$ cat src/hdl/fte_pkg.sv
// Shared types and constants for the fan tach speed and duty estimator.
// Used by fte_div and fan_tach_rpm_and_duty_estimator_core; no dependencies.
package fte_pkg;

	localparam int MAX_FANS = 6;
	localparam int FAN_W    = 3;
	localparam int CFG_W    = 3;
	localparam int TACH_W   = 16;
	localparam int BYTE_W   = 8;
	localparam int RPM_W    = 14;

	// Shared restoring divider: one quotient bit per cycle.
	localparam int DIV_NUM_W = 22;
	localparam int DIV_DEN_W = 16;
	localparam int DIV_CNT_W = $clog2(DIV_NUM_W);

	localparam logic [CFG_W-1:0]     ACTIVE_FANS_RST = CFG_W'(6);
	localparam logic [CFG_W-1:0]     MAX_FANS_CODE   = CFG_W'(MAX_FANS);
	localparam logic [TACH_W-1:0]    TACH_MIN_EXCL   = 16'h003f;
	localparam logic [TACH_W-1:0]    TACH_MAX_EXCL   = 16'hffff;
	localparam logic [DIV_NUM_W-1:0] RPM_NUMERATOR   = 22'd675000;
	localparam logic [RPM_W-1:0]     RPM_LIVE_MIN    = 14'd100;
	localparam logic [RPM_W-1:0]     PEAK_LIVE_MIN   = 14'd200;
	localparam logic [BYTE_W-1:0]    DUTY_FULL       = 8'd255;
	localparam int                   AUTO_BIT        = 7;

	typedef struct packed {
		logic [FAN_W-1:0]  fan_index;
		logic [TACH_W-1:0] tach_count;
		logic [BYTE_W-1:0] mode_byte;
		logic [BYTE_W-1:0] duty_byte;
	} sample_t;

	typedef struct packed {
		logic [RPM_W-1:0]  fan_rpm;
		logic [BYTE_W-1:0] duty_estimate;
		logic              auto_mode;
		logic [RPM_W-1:0]  peak_speed;
		logic              index_ok;
	} result_t;

endpackage

$ cat src/hdl/fte_div.sv
// Bit-serial restoring divider, one quotient bit per clock.
// Depends on fte_pkg for widths.
module fte_div (
	input  logic                           clk,
	input  logic                           arst_n,
	input  logic                           start,
	input  logic [fte_pkg::DIV_NUM_W-1:0]  dividend,
	input  logic [fte_pkg::DIV_DEN_W-1:0]  divisor,
	output logic                           done,
	output logic [fte_pkg::DIV_NUM_W-1:0]  quotient
);
	import fte_pkg::*;

	logic [DIV_NUM_W-1:0] num_q;
	logic [DIV_NUM_W-1:0] quo_q;
	logic [DIV_DEN_W-1:0] rem_q;
	logic [DIV_DEN_W-1:0] den_q;
	logic [DIV_CNT_W-1:0] cnt_q;
	logic                 busy_q;
	logic                 done_q;
	logic [DIV_DEN_W:0]   trial;
	logic                 fits;
	logic [DIV_DEN_W:0]   diff;

	// Bring down the next dividend bit and try the subtraction.
	assign trial = {rem_q, num_q[DIV_NUM_W-1]};
	assign fits  = trial >= {1'b0, den_q};
	assign diff  = trial - {1'b0, den_q};

	always_ff @(posedge clk or negedge arst_n) begin
		if (!arst_n) begin
			busy_q <= 1'b0;
			done_q <= 1'b0;
			cnt_q  <= '0;
		end else begin
			done_q <= 1'b0;
			if (start) begin
				busy_q <= 1'b1;
				cnt_q  <= '0;
			end else if (busy_q) begin
				cnt_q <= cnt_q + 1'b1;
				if (cnt_q == DIV_CNT_W'(DIV_NUM_W - 1)) begin
					busy_q <= 1'b0;
					done_q <= 1'b1;
				end
			end
		end
	end

	always_ff @(posedge clk) begin
		if (start) begin
			num_q <= dividend;
			den_q <= divisor;
			rem_q <= '0;
			quo_q <= '0;
		end else if (busy_q) begin
			num_q <= {num_q[DIV_NUM_W-2:0], 1'b0};
			quo_q <= {quo_q[DIV_NUM_W-2:0], fits};
			rem_q <= fits ? diff[DIV_DEN_W-1:0] : trial[DIV_DEN_W-1:0];
		end
	end

	assign done     = done_q;
	assign quotient = quo_q;

endmodule

$ cat src/hdl/fan_tach_rpm_and_duty_estimator_core.sv
// Top level of the fan tach speed and duty estimator.
// Depends on fte_pkg and fte_div.
//
// Takes one fan sample word at a time and returns one result word per
// sample. The speed is 675000 / tach_count (0 for counts of 63 or less
// or of 65535), the per-fan peak store keeps the highest speed and is
// cleared by reset, and when the duty byte reads 0 on a spinning fan the
// duty is estimated as speed * 255 / peak. Both divisions run on one
// shared restoring divider that produces one quotient bit per clock over
// 22 steps. A live sample passes through S_RPM, S_PEAK, S_DUTY if the duty
// estimate runs, and S_DONE, where the result word is loaded; a rejected
// fan index goes straight to S_DONE and an out-of-range count via S_PEAK.
// The input stalls from accept until the result word is loaded, and the
// next sample can be taken on the following cycle, so a result word that
// still waits in the output register does not block the input. A further
// sample that finishes while that word is still stalled holds in S_DONE
// until the output register frees up. The active_fans register is to be
// written through the cfg port only while the block is idle, which the
// block does not enforce; cfg_ready is always high. Indices at or above
// min(active_fans, 6) keep the peak store and return an all-zero word.
module fan_tach_rpm_and_duty_estimator_core (
	input  logic                       clk,
	input  logic                       arst_n,
	input  logic                       cfg_valid,
	output logic                       cfg_ready,
	input  logic [fte_pkg::CFG_W-1:0]  cfg_data,
	input  logic                       sample_valid,
	output logic                       sample_stall,
	input  fte_pkg::sample_t           sample,
	output logic                       result_valid,
	input  logic                       result_stall,
	output fte_pkg::result_t           result
);
	import fte_pkg::*;

	typedef enum logic [4:0] {
		S_IDLE = 5'b00001,
		S_RPM  = 5'b00010,
		S_PEAK = 5'b00100,
		S_DUTY = 5'b01000,
		S_DONE = 5'b10000
	} state_t;

	state_t state_q;

	logic [CFG_W-1:0]  active_fans_q;
	logic [RPM_W-1:0]  peak_store_q [MAX_FANS];
	sample_t           smp_q;
	logic              ok_q;
	logic [RPM_W-1:0]  rpm_q;
	logic [RPM_W-1:0]  peak_q;
	logic [BYTE_W-1:0] duty_q;
	result_t           result_q;
	logic              result_valid_q;

	logic [CFG_W-1:0]     fan_limit;
	logic                 idx_ok;
	logic                 count_live;
	logic                 accept;
	logic                 out_free;
	logic [RPM_W-1:0]     peak_next;
	logic                 want_est;
	logic [DIV_NUM_W-1:0] rpm_x255;
	logic                 div_start;
	logic [DIV_NUM_W-1:0] div_dividend;
	logic [DIV_DEN_W-1:0] div_divisor;
	logic                 div_done;
	logic [DIV_NUM_W-1:0] div_quotient;

	// Configuration: a single register, always ready.
	assign cfg_ready = 1'b1;

	always_ff @(posedge clk or negedge arst_n) begin
		if (!arst_n) begin
			active_fans_q <= ACTIVE_FANS_RST;
		end else if (cfg_valid) begin
			active_fans_q <= cfg_data;
		end
	end

	// Input side: take a sample only in idle.
	assign sample_stall = (state_q != S_IDLE);
	assign accept       = sample_valid && !sample_stall;

	// Cap the fan count at the store depth, then range-check the index.
	assign fan_limit  = (active_fans_q < MAX_FANS_CODE) ? active_fans_q : MAX_FANS_CODE;
	assign idx_ok     = sample.fan_index < fan_limit;
	assign count_live = (sample.tach_count > TACH_MIN_EXCL) &&
	                    (sample.tach_count < TACH_MAX_EXCL);

	// Peak update and estimate decision, evaluated once the speed is known.
	assign peak_next = (rpm_q > peak_store_q[smp_q.fan_index]) ?
	                   rpm_q : peak_store_q[smp_q.fan_index];
	assign want_est  = (smp_q.duty_byte == '0) && (rpm_q > RPM_LIVE_MIN) &&
	                   (peak_next > PEAK_LIVE_MIN);
	// rpm * 255 as a shift and subtract.
	assign rpm_x255  = {rpm_q, {BYTE_W{1'b0}}} - DIV_NUM_W'(rpm_q);

	// Drive the shared divider: speed first, then the optional duty estimate.
	always_comb begin
		div_start    = 1'b0;
		div_dividend = RPM_NUMERATOR;
		div_divisor  = sample.tach_count;
		unique case (state_q)
			S_IDLE: begin
				div_start = accept && idx_ok && count_live;
			end
			S_PEAK: begin
				div_start    = want_est;
				div_dividend = rpm_x255;
				div_divisor  = DIV_DEN_W'(peak_next);
			end
			S_RPM, S_DUTY, S_DONE: begin
				div_start = 1'b0;
			end
			default: begin
				div_start = 1'b0;
			end
		endcase
	end

	fte_div u_div (
		.clk      (clk),
		.arst_n   (arst_n),
		.start    (div_start),
		.dividend (div_dividend),
		.divisor  (div_divisor),
		.done     (div_done),
		.quotient (div_quotient)
	);

	// Output register frees up when empty or when the word is taken.
	assign out_free = !result_valid_q || !result_stall;

	// Sequencer.
	always_ff @(posedge clk or negedge arst_n) begin
		if (!arst_n) begin
			state_q <= S_IDLE;
			for (int i = 0; i < MAX_FANS; i++) begin
				peak_store_q[i] <= '0;
			end
		end else begin
			unique case (state_q)
				S_IDLE: begin
					if (accept) begin
						if (!idx_ok) begin
							state_q <= S_DONE;
						end else if (count_live) begin
							state_q <= S_RPM;
						end else begin
							state_q <= S_PEAK;
						end
					end
				end
				S_RPM: begin
					if (div_done) begin
						state_q <= S_PEAK;
					end
				end
				S_PEAK: begin
					peak_store_q[smp_q.fan_index] <= peak_next;
					state_q <= want_est ? S_DUTY : S_DONE;
				end
				S_DUTY: begin
					if (div_done) begin
						state_q <= S_DONE;
					end
				end
				S_DONE: begin
					if (out_free) begin
						state_q <= S_IDLE;
					end
				end
				default: begin
					state_q <= S_IDLE;
				end
			endcase
		end
	end

	// Working registers for the sample in flight.
	always_ff @(posedge clk) begin
		if (accept) begin
			smp_q <= sample;
			ok_q  <= idx_ok;
			rpm_q <= '0;
		end
		if (state_q == S_RPM && div_done) begin
			rpm_q <= div_quotient[RPM_W-1:0];
		end
		if (state_q == S_PEAK) begin
			peak_q <= peak_next;
			duty_q <= smp_q.duty_byte;
		end
		if (state_q == S_DUTY && div_done) begin
			// Saturate the estimate at full duty.
			duty_q <= (div_quotient[DIV_NUM_W-1:BYTE_W] != '0) ?
			          DUTY_FULL : div_quotient[BYTE_W-1:0];
		end
	end

	// Output register: load in S_DONE, drop once taken.
	always_ff @(posedge clk or negedge arst_n) begin
		if (!arst_n) begin
			result_valid_q <= 1'b0;
		end else if (state_q == S_DONE && out_free) begin
			result_valid_q <= 1'b1;
		end else if (!result_stall) begin
			result_valid_q <= 1'b0;
		end
	end

	always_ff @(posedge clk) begin
		if (state_q == S_DONE && out_free) begin
			if (ok_q) begin
				result_q.fan_rpm       <= rpm_q;
				result_q.duty_estimate <= duty_q;
				result_q.auto_mode     <= smp_q.mode_byte[AUTO_BIT];
				result_q.peak_speed    <= peak_q;
				result_q.index_ok      <= 1'b1;
			end else begin
				result_q <= '0;
			end
		end
	end

	assign result_valid = result_valid_q;
	assign result       = result_q;

endmodule
$ cat config.mk
export PLATFORM = sky130hd
export DESIGN_NAME = fan_tach_rpm_and_duty_estimator_core
export DESIGN_NICKNAME = d
export VERILOG_FILES = /design/src/hdl/fte_pkg.sv /design/src/hdl/fte_div.sv /design/src/hdl/fan_tach_rpm_and_duty_estimator_core.sv
export SDC_FILE = /design/constraint.sdc
export NUM_CORES = 1
export LEC_CHECK = 0
export ABC_AREA = 1
export BUFFER_PORTS_ARGS = -buffer_cell sky130_fd_sc_hd__buf_4
export CAP_MARGIN = 0
export CORE_ASPECT_RATIO = 0.7
export CORE_MARGIN = 10
export CORE_UTILIZATION = 28
export CTS_CLUSTER_SIZE = 25
export DETAILED_ROUTE_END_ITERATION = 10
export GPL_ROUTABILITY_DRIVEN = 0
export PLACE_DENSITY = 0.45
export RECOVER_POWER = 25
export SYNTH_ARGS = -nofsm -noshare
export SYNTH_HDL_FRONTEND = slang
export SYNTH_SLANG_ARGS = --single-unit
$ cat constraint.sdc
create_clock -name clk -period 4.2 [get_ports clk]
set_clock_uncertainty 0.15 [all_clocks]
set_input_delay 0.42 -clock clk [delete_from_list [all_inputs] [get_ports clk]]
set_output_delay 0.42 -clock clk [all_outputs]
set_load 0.05 [all_outputs]
# After elaboration in Yosys (flattened, before gate mapping)
# Cells that the tools add are included.
dict set report classes {
  bitwise_logic 1
  reduce_logical 20
  order_cmp 10
  n_eq_ne 12
  n_mux 38
  addsub 3
}
# operator count
set ops {}
lappend ops {{$mux 14} 7}
lappend ops {{$bwmux 84} 1}
lappend ops {{$mux 22} 3}
lappend ops {{$bmux 14 s3} 1}
lappend ops {{$demux 14 s3} 1}
lappend ops {{$mux 5} 8}
lappend ops {{$pmux 5 s5} 1}
lappend ops {{$mux 8} 3}
lappend ops {{$sub 22x14->22} 1}
lappend ops {{$ge 17x16->1} 1}
lappend ops {{$gt 16x6->1 const B} 1}
lappend ops {{$lt 16x16->1 const B} 1}
lappend ops {{$mux 16} 1}
lappend ops {{$sub 16x16->16} 1}
lappend ops {{$gt 14x14->1} 1}
lappend ops {{$gt 14x7->1 const B} 1}
lappend ops {{$gt 14x8->1 const B} 1}
lappend ops {{$reduce_bool 14->1} 1}
lappend ops {{$eq 5x5->1 const B} 2}
lappend ops {{$logic_and 1x1->1} 10}
lappend ops {{$mux 1} 9}
lappend ops {{$logic_not 8->1} 1}
lappend ops {{$mux 3} 2}
lappend ops {{$ne 2x1->1 const B} 3}
lappend ops {{other kinds (17)} 22}
dict set report totals {
  input_bits 43
  ff_bits 270
  output_inout_bits 41
  word_cells 113
}

# Longest topological paths before layout
dict set report logic_depth {
  depth_word 10
  mapped_depth 30
  depth_no_buf 28
}

# Modules after synthesis
# From an unflattened synthesis, not the netlist that was laid out.
dict set report hier_totals {
  hier_cells 1571
  hier_area_um2 13195.2
}
# module area_each_um2 instances cells_each
set modules_own_cells {}
lappend modules_own_cells {fan_tach_rpm_and_duty_estimator_core 8889.8 1 1020}
lappend modules_own_cells {fte_div 4305.4 1 551}

# Least setup slack after synthesis
# No wires, ideal clock.
dict set report synth_timing {
  path_kind {register -> register}
  startpoint {register smp_q[32] (netlist name)}
  endpoint {register u_div.num_q[0], enable pin}
  synth_period_minus_slack_ns 4.049
  path_stages_with_launch 30
  setup_time_ns 0.379
  path_slack_ns 0.151
  arrival_time_ns 3.521
  cell_sequence {edfxtp_1 -> inv_2 -> nand3_2 -> inv_2 -> buf_6 -> nand2_1 -> o21ai_1 -> nor2_1 -> nand2_1 -> inv_1 -> ha_1 -> nand2_1 -> nor2_1 -> inv_1 -> nor2_2 -> nand2_1 -> nand2_2 -> nand2_4 -> buf_6 -> nand2_1 -> nand2_1 -> nor2_1 -> nand2_1 -> nor2_1 -> nand2_1 -> nand2_2 -> nand3_4 -> nand2_8 -> inv_1 -> nand2_1}
}
dict set report synth_between {
  elab_chain_cells 10
}
# item line_no
set synth_lines {}
lappend synth_lines {{start, declared} fan_tach_rpm_and_duty_estimator_core.sv:48} ;# sample_t smp_q;
lappend synth_lines {{start signal, assigned} fan_tach_rpm_and_duty_estimator_core.sv:184} ;# smp_q <= sample;
lappend synth_lines {{$not 3->4 (implied by the code) *} {fan_tach_rpm_and_duty_estimator_core.sv:92, fan_tach_rpm_and_duty_estimator_core.sv:93}}
lappend synth_lines {{$bmux 14 s3 *} {fan_tach_rpm_and_duty_estimator_core.sv:92, fan_tach_rpm_and_duty_estimator_core.sv:93}}
lappend synth_lines {{$mux 14 (implied by the code) * (2 in a row)} {fan_tach_rpm_and_duty_estimator_core.sv:92, fan_tach_rpm_and_duty_estimator_core.sv:93}}
lappend synth_lines {{$gt 14x14->1} fan_tach_rpm_and_duty_estimator_core.sv:92} ;# assign peak_next = (rpm_q > peak_store_q[smp_q.fan_index]) ?
lappend synth_lines {{$mux 14 *} fan_tach_rpm_and_duty_estimator_core.sv:92}
lappend synth_lines {{$gt 14x8->1 *} fan_tach_rpm_and_duty_estimator_core.sv:95} ;# (peak_next > PEAK_LIVE_MIN);
lappend synth_lines {{$logic_and 1x1->1 *} fan_tach_rpm_and_duty_estimator_core.sv:94} ;# assign want_est = (smp_q.duty_byte == '0) && (rpm_q > RPM_LIVE_MIN) &&
lappend synth_lines {{$pmux 1 s2 *} fan_tach_rpm_and_duty_estimator_core.sv:104} ;# unique case (state_q)
lappend synth_lines {{$reduce_bool 2->1 (no line) *} --}
lappend synth_lines {{end signal, assigned} fte_div.sv:52} ;# num_q <= dividend;
lappend synth_lines {{end signal, assigned} fte_div.sv:57} ;# num_q <= {num_q[DIV_NUM_W-2:0], 1'b0};
lappend synth_lines {{end, declared} fte_div.sv:14} ;# logic [DIV_NUM_W-1:0] num_q;
# Mark *: on every way between the ends. The rest lies on a longest branch, timed or not. The select of a mux whose other input is x is not followed.
# A chain may end at the register's enable or synchronous reset.

# Worst setup path after layout
dict set report layout_timing {
  startpoint {register smp_q[34] (netlist name)}
  endpoint {register u_div.num_q[10], enable pin}
}
dict set report layout_between {
  elab_chain_cells 10
}
# item line_no
set layout_lines {}
lappend layout_lines {{$not 3->4 (implied by the code) *} {fan_tach_rpm_and_duty_estimator_core.sv:92, fan_tach_rpm_and_duty_estimator_core.sv:93}}
lappend layout_lines {{$bmux 14 s3 *} {fan_tach_rpm_and_duty_estimator_core.sv:92, fan_tach_rpm_and_duty_estimator_core.sv:93}}
lappend layout_lines {{$mux 14 (implied by the code) * (2 in a row)} {fan_tach_rpm_and_duty_estimator_core.sv:92, fan_tach_rpm_and_duty_estimator_core.sv:93}}
lappend layout_lines {{$gt 14x14->1} fan_tach_rpm_and_duty_estimator_core.sv:92}
lappend layout_lines {{$mux 14 *} fan_tach_rpm_and_duty_estimator_core.sv:92}
lappend layout_lines {{named net peak_next[10]} fan_tach_rpm_and_duty_estimator_core.sv:61} ;# logic [RPM_W-1:0] peak_next;
lappend layout_lines {{$gt 14x8->1 *} fan_tach_rpm_and_duty_estimator_core.sv:95}
lappend layout_lines {{$logic_and 1x1->1 *} fan_tach_rpm_and_duty_estimator_core.sv:94}
lappend layout_lines {{$pmux 1 s2 *} fan_tach_rpm_and_duty_estimator_core.sv:104}
lappend layout_lines {{$reduce_bool 2->1 (no line) *} --}
# The timed path passes the listed nets; every way through them passes the cells marked *. The select of a mux whose other input is x is not followed.

==> impl_metrics.ini <==
[yosys]
synthesis.area_um2 = 13000
ys_seq_area_frac = 0.540
syn-num-nets = 1544
synth.area.top_cells = edfxtp_1 29%, dfrtp_1 19%, nand2_1 11%
ys_ff_latch = 263
synth_top_area_share = 0.289
synth_cells = 1459
ys_types = 50
avgSynthCellArea_um2 = 8.92
ys.warnings.count = 0
yosysTopAreaCell = edfxtp_1

[finish]
fillCellCount = 4605
antennaDiodeCount = 0
fin_nets = 1717
final_core_util = 0.362
areaGrowthSynthToFinish_pct = 26.4
drive_above_1_share = 0.209

[die]
initial_core_util = 0.286
die-area_um2 = 55600
die_y_um = 200
fp.dieW_um = 278
rows = 65
coreArea_um2 = 45500
ioPinCount = 84

[critical_path]
slowest_stage = edfxtp_1
worstPathRequired_ns = 4.34
path_class = reg2reg
crit_top_cell = nand2_8
critPathBufInv = 8
crit_arrival_ns = 4.18
crit_start = smp_q[34]
setup.worst_path.start_class = flop
r2r_cells = 26
critPathMaxFanout = 9
reg2reg_slack_ns = 0.16
crit_family = simple AND/OR/NAND/NOR gates
reg2reg_to = u_div.num_q[10]
cp-end-kind = flop
worstReg2RegStart = smp_q[34]
slowest_delay_ns = 0.52

[cts]
ctsRootBufferMaster = clkbuf_16
insertion_delay_ns = 0.58
cts.sinks = 263
htree_levels = 1
cts_tree = done
clk_pin_slew_ns = 0.06
clk_path_buf_depth = 3
cts-buffers-inserted = 28

[global_route]
grtUsageTotal = 0.130
grt_start_max_net_pins = 56
grt_pass1_vias = 9725
antenna_found_initial = 0
grt_pass1_wl_um = 57900
overflow = 0

[run_status]
violations = max-capacitance violations, max-slew violations
status = finished, violations left

[hold_path]
hold_depth = 3
min_to = u_div.den_q[5]
hold_start = sample[21]
hold_path.class = in2reg

[timing]
fin_crit_sh = 0.962
slew_viol_final = 95
hold_viol_final = 0
relSlewSlack = -0.477
fin_setup_tns_ns = 0
fmax_ghz = 0.248
tightest_slew_ns = 2.21
fin_hold_ws_ns = 0.0315
period_minus_slack_ns = 4.04
finalSetupViolations = 0

[power]
peakVddDrop_uv = 422
power_leakage_nw = 7.18
cellPowerDensity_nw_per_um2 = 812

[routing]
vias_per_cell = 4.61
dr_total_vias = 10400
finalWirelength_um = 38100
dr.first_iter.drc_count = 751
drt-pass1-iter-count = 5
postRouteAntennaNets = 0
wl_per_cell_um = 16.9
drcViolationCount = 0

[placed_design]
port_buffers = 75
dp_hpwl_um = 27200

[run]
cap_violations = 2
[Yosys cell counts (all sizes together)]
cell,n
o21ai,150
a21o,4
nor3,11
or2,5
ha,41
dfrtp,97
clkbuf,36
o2111ai,1
inv,191
nand3,71
a21oi,84
o22ai,8
nor4,6
dfxtp,38
nand2,384
o41ai,1
buf,16
xor2,18
xnor2,15
a31oi,3
o21a,2
clkinv,1
o211ai,1
a311oi,2
a21boi,1
dfstp,3
nand4,18
conb,1
nand3b,2
fa,1
nor2,110
edfxtp,125
a22oi,12
[cell type report]
cell class,instances,area (um^2),area share
multi-input cells,954,5390,0.328
inverters,192,753,0.0458
flip-flops and latches,263,7020,0.427
well taps,603,754,0.0459
clock inverters,12,128,0.00776
repair buffers,193,1640,0.0996
clock buffers,40,766,0.0466
[kinds of logic after synthesis]
family | share of synthesized area
adder cells (fa/ha/maj) | 0.0410
buffers and inverters | 0.0768
flip-flops | 0.540
AND/OR/NAND/NOR | 0.203
AO/OA/AOI/OAI | 0.117
other | 0.000288
XOR/XNOR | 0.0222
[what timing repair did]
| item | in CTS | in global routing |
|---|---|---|
| hold buffers | 21 | 0 |
| pin swaps | 0 | 34 |
| buffers inserted | 3 | 28 |
| cloned | 0 | 5 |
| endpoints found under the hold margin | 71 | 0 |
| gates resized for setup | 7 | 90 |
| endpoints found under the setup margin | 67 | 107 |
[tightest hold or removal path: stages]
cell     delay (ns)
buf_4          0.09
nand2_1        0.04
o21ai_0        0.06
[cell usage in the layout (no fill, tap or decap), types with 30 or more instances in the layout]
cell type	netlist	routed
buf_4	5	127
nand2_1	370	358
o21ai_0	139	137
nand3_1	66	56
clkbuf_16	0	30
edfxtp_1	125	125
ha_1	41	37
a21oi_1	58	55
nor2_1	85	77
dfxtp_1	38	38
dfrtp_1	97	97
inv_1	179	174
[per-layer routing]
layer	global-route usage	wire length [um]	up-vias
met3	0.0249	2110	53
met4	0.0277	749	0
met2	0.171	14600	215
li1	-	-	5151
met1	0.208	20600	4975
met5	0	0	-
[through the flow]
step	worst slack, ns	instance area [um^2]	std cells	power (mW)
2_1_floorplan	0.151	13000	1459	8.10
3_3_place_gp	-0.0486	14600	2148	10.1
3_5_place_dp	-0.0635	14600	2148	10.2
4_1_cts	0.00338	15800	2224	12.8
5_1_grt	-0.0704	16400	2257	14.4
6_report	0.161	16400	2257	13.4
[flip-flops by register name (all words and copies together), names as in the netlist]
signal          count
result             38
smp_q              12
u_div.den_q        16
peak_store_q       84
u_div.cnt_q         5
result_valid        1
u_div.busy_q        1
u_div.quotient     22
u_div.done          1
duty_q              8
peak_q             14
u_div.num_q        22
u_div.rem_q        16
active_fans_q       3
ok_q                1
state_q             5
rpm_q              14
[worst max-delay path by stage]
stage               slack (ns)            endpoint  cells past startpoint
floorplan                 0.15      u_div.num_q[0]                     29
global placement         -0.05      u_div.num_q[1]                     26
detailed placement       -0.06      u_div.num_q[2]                     24
CTS                      0.003      u_div.num_q[2]                     27
global route             -0.07  u_div.quotient[16]                     27
finish                    0.16     u_div.num_q[10]                     26
[power by group]
group          switching, mW  leakage, nW  internal, mW
Clock                   1.07        0.440          1.40
Sequential             0.493         2.88          3.75
Combinational           4.14         3.86          2.51
No activity file was read; power rests on OpenSTA's default activity.
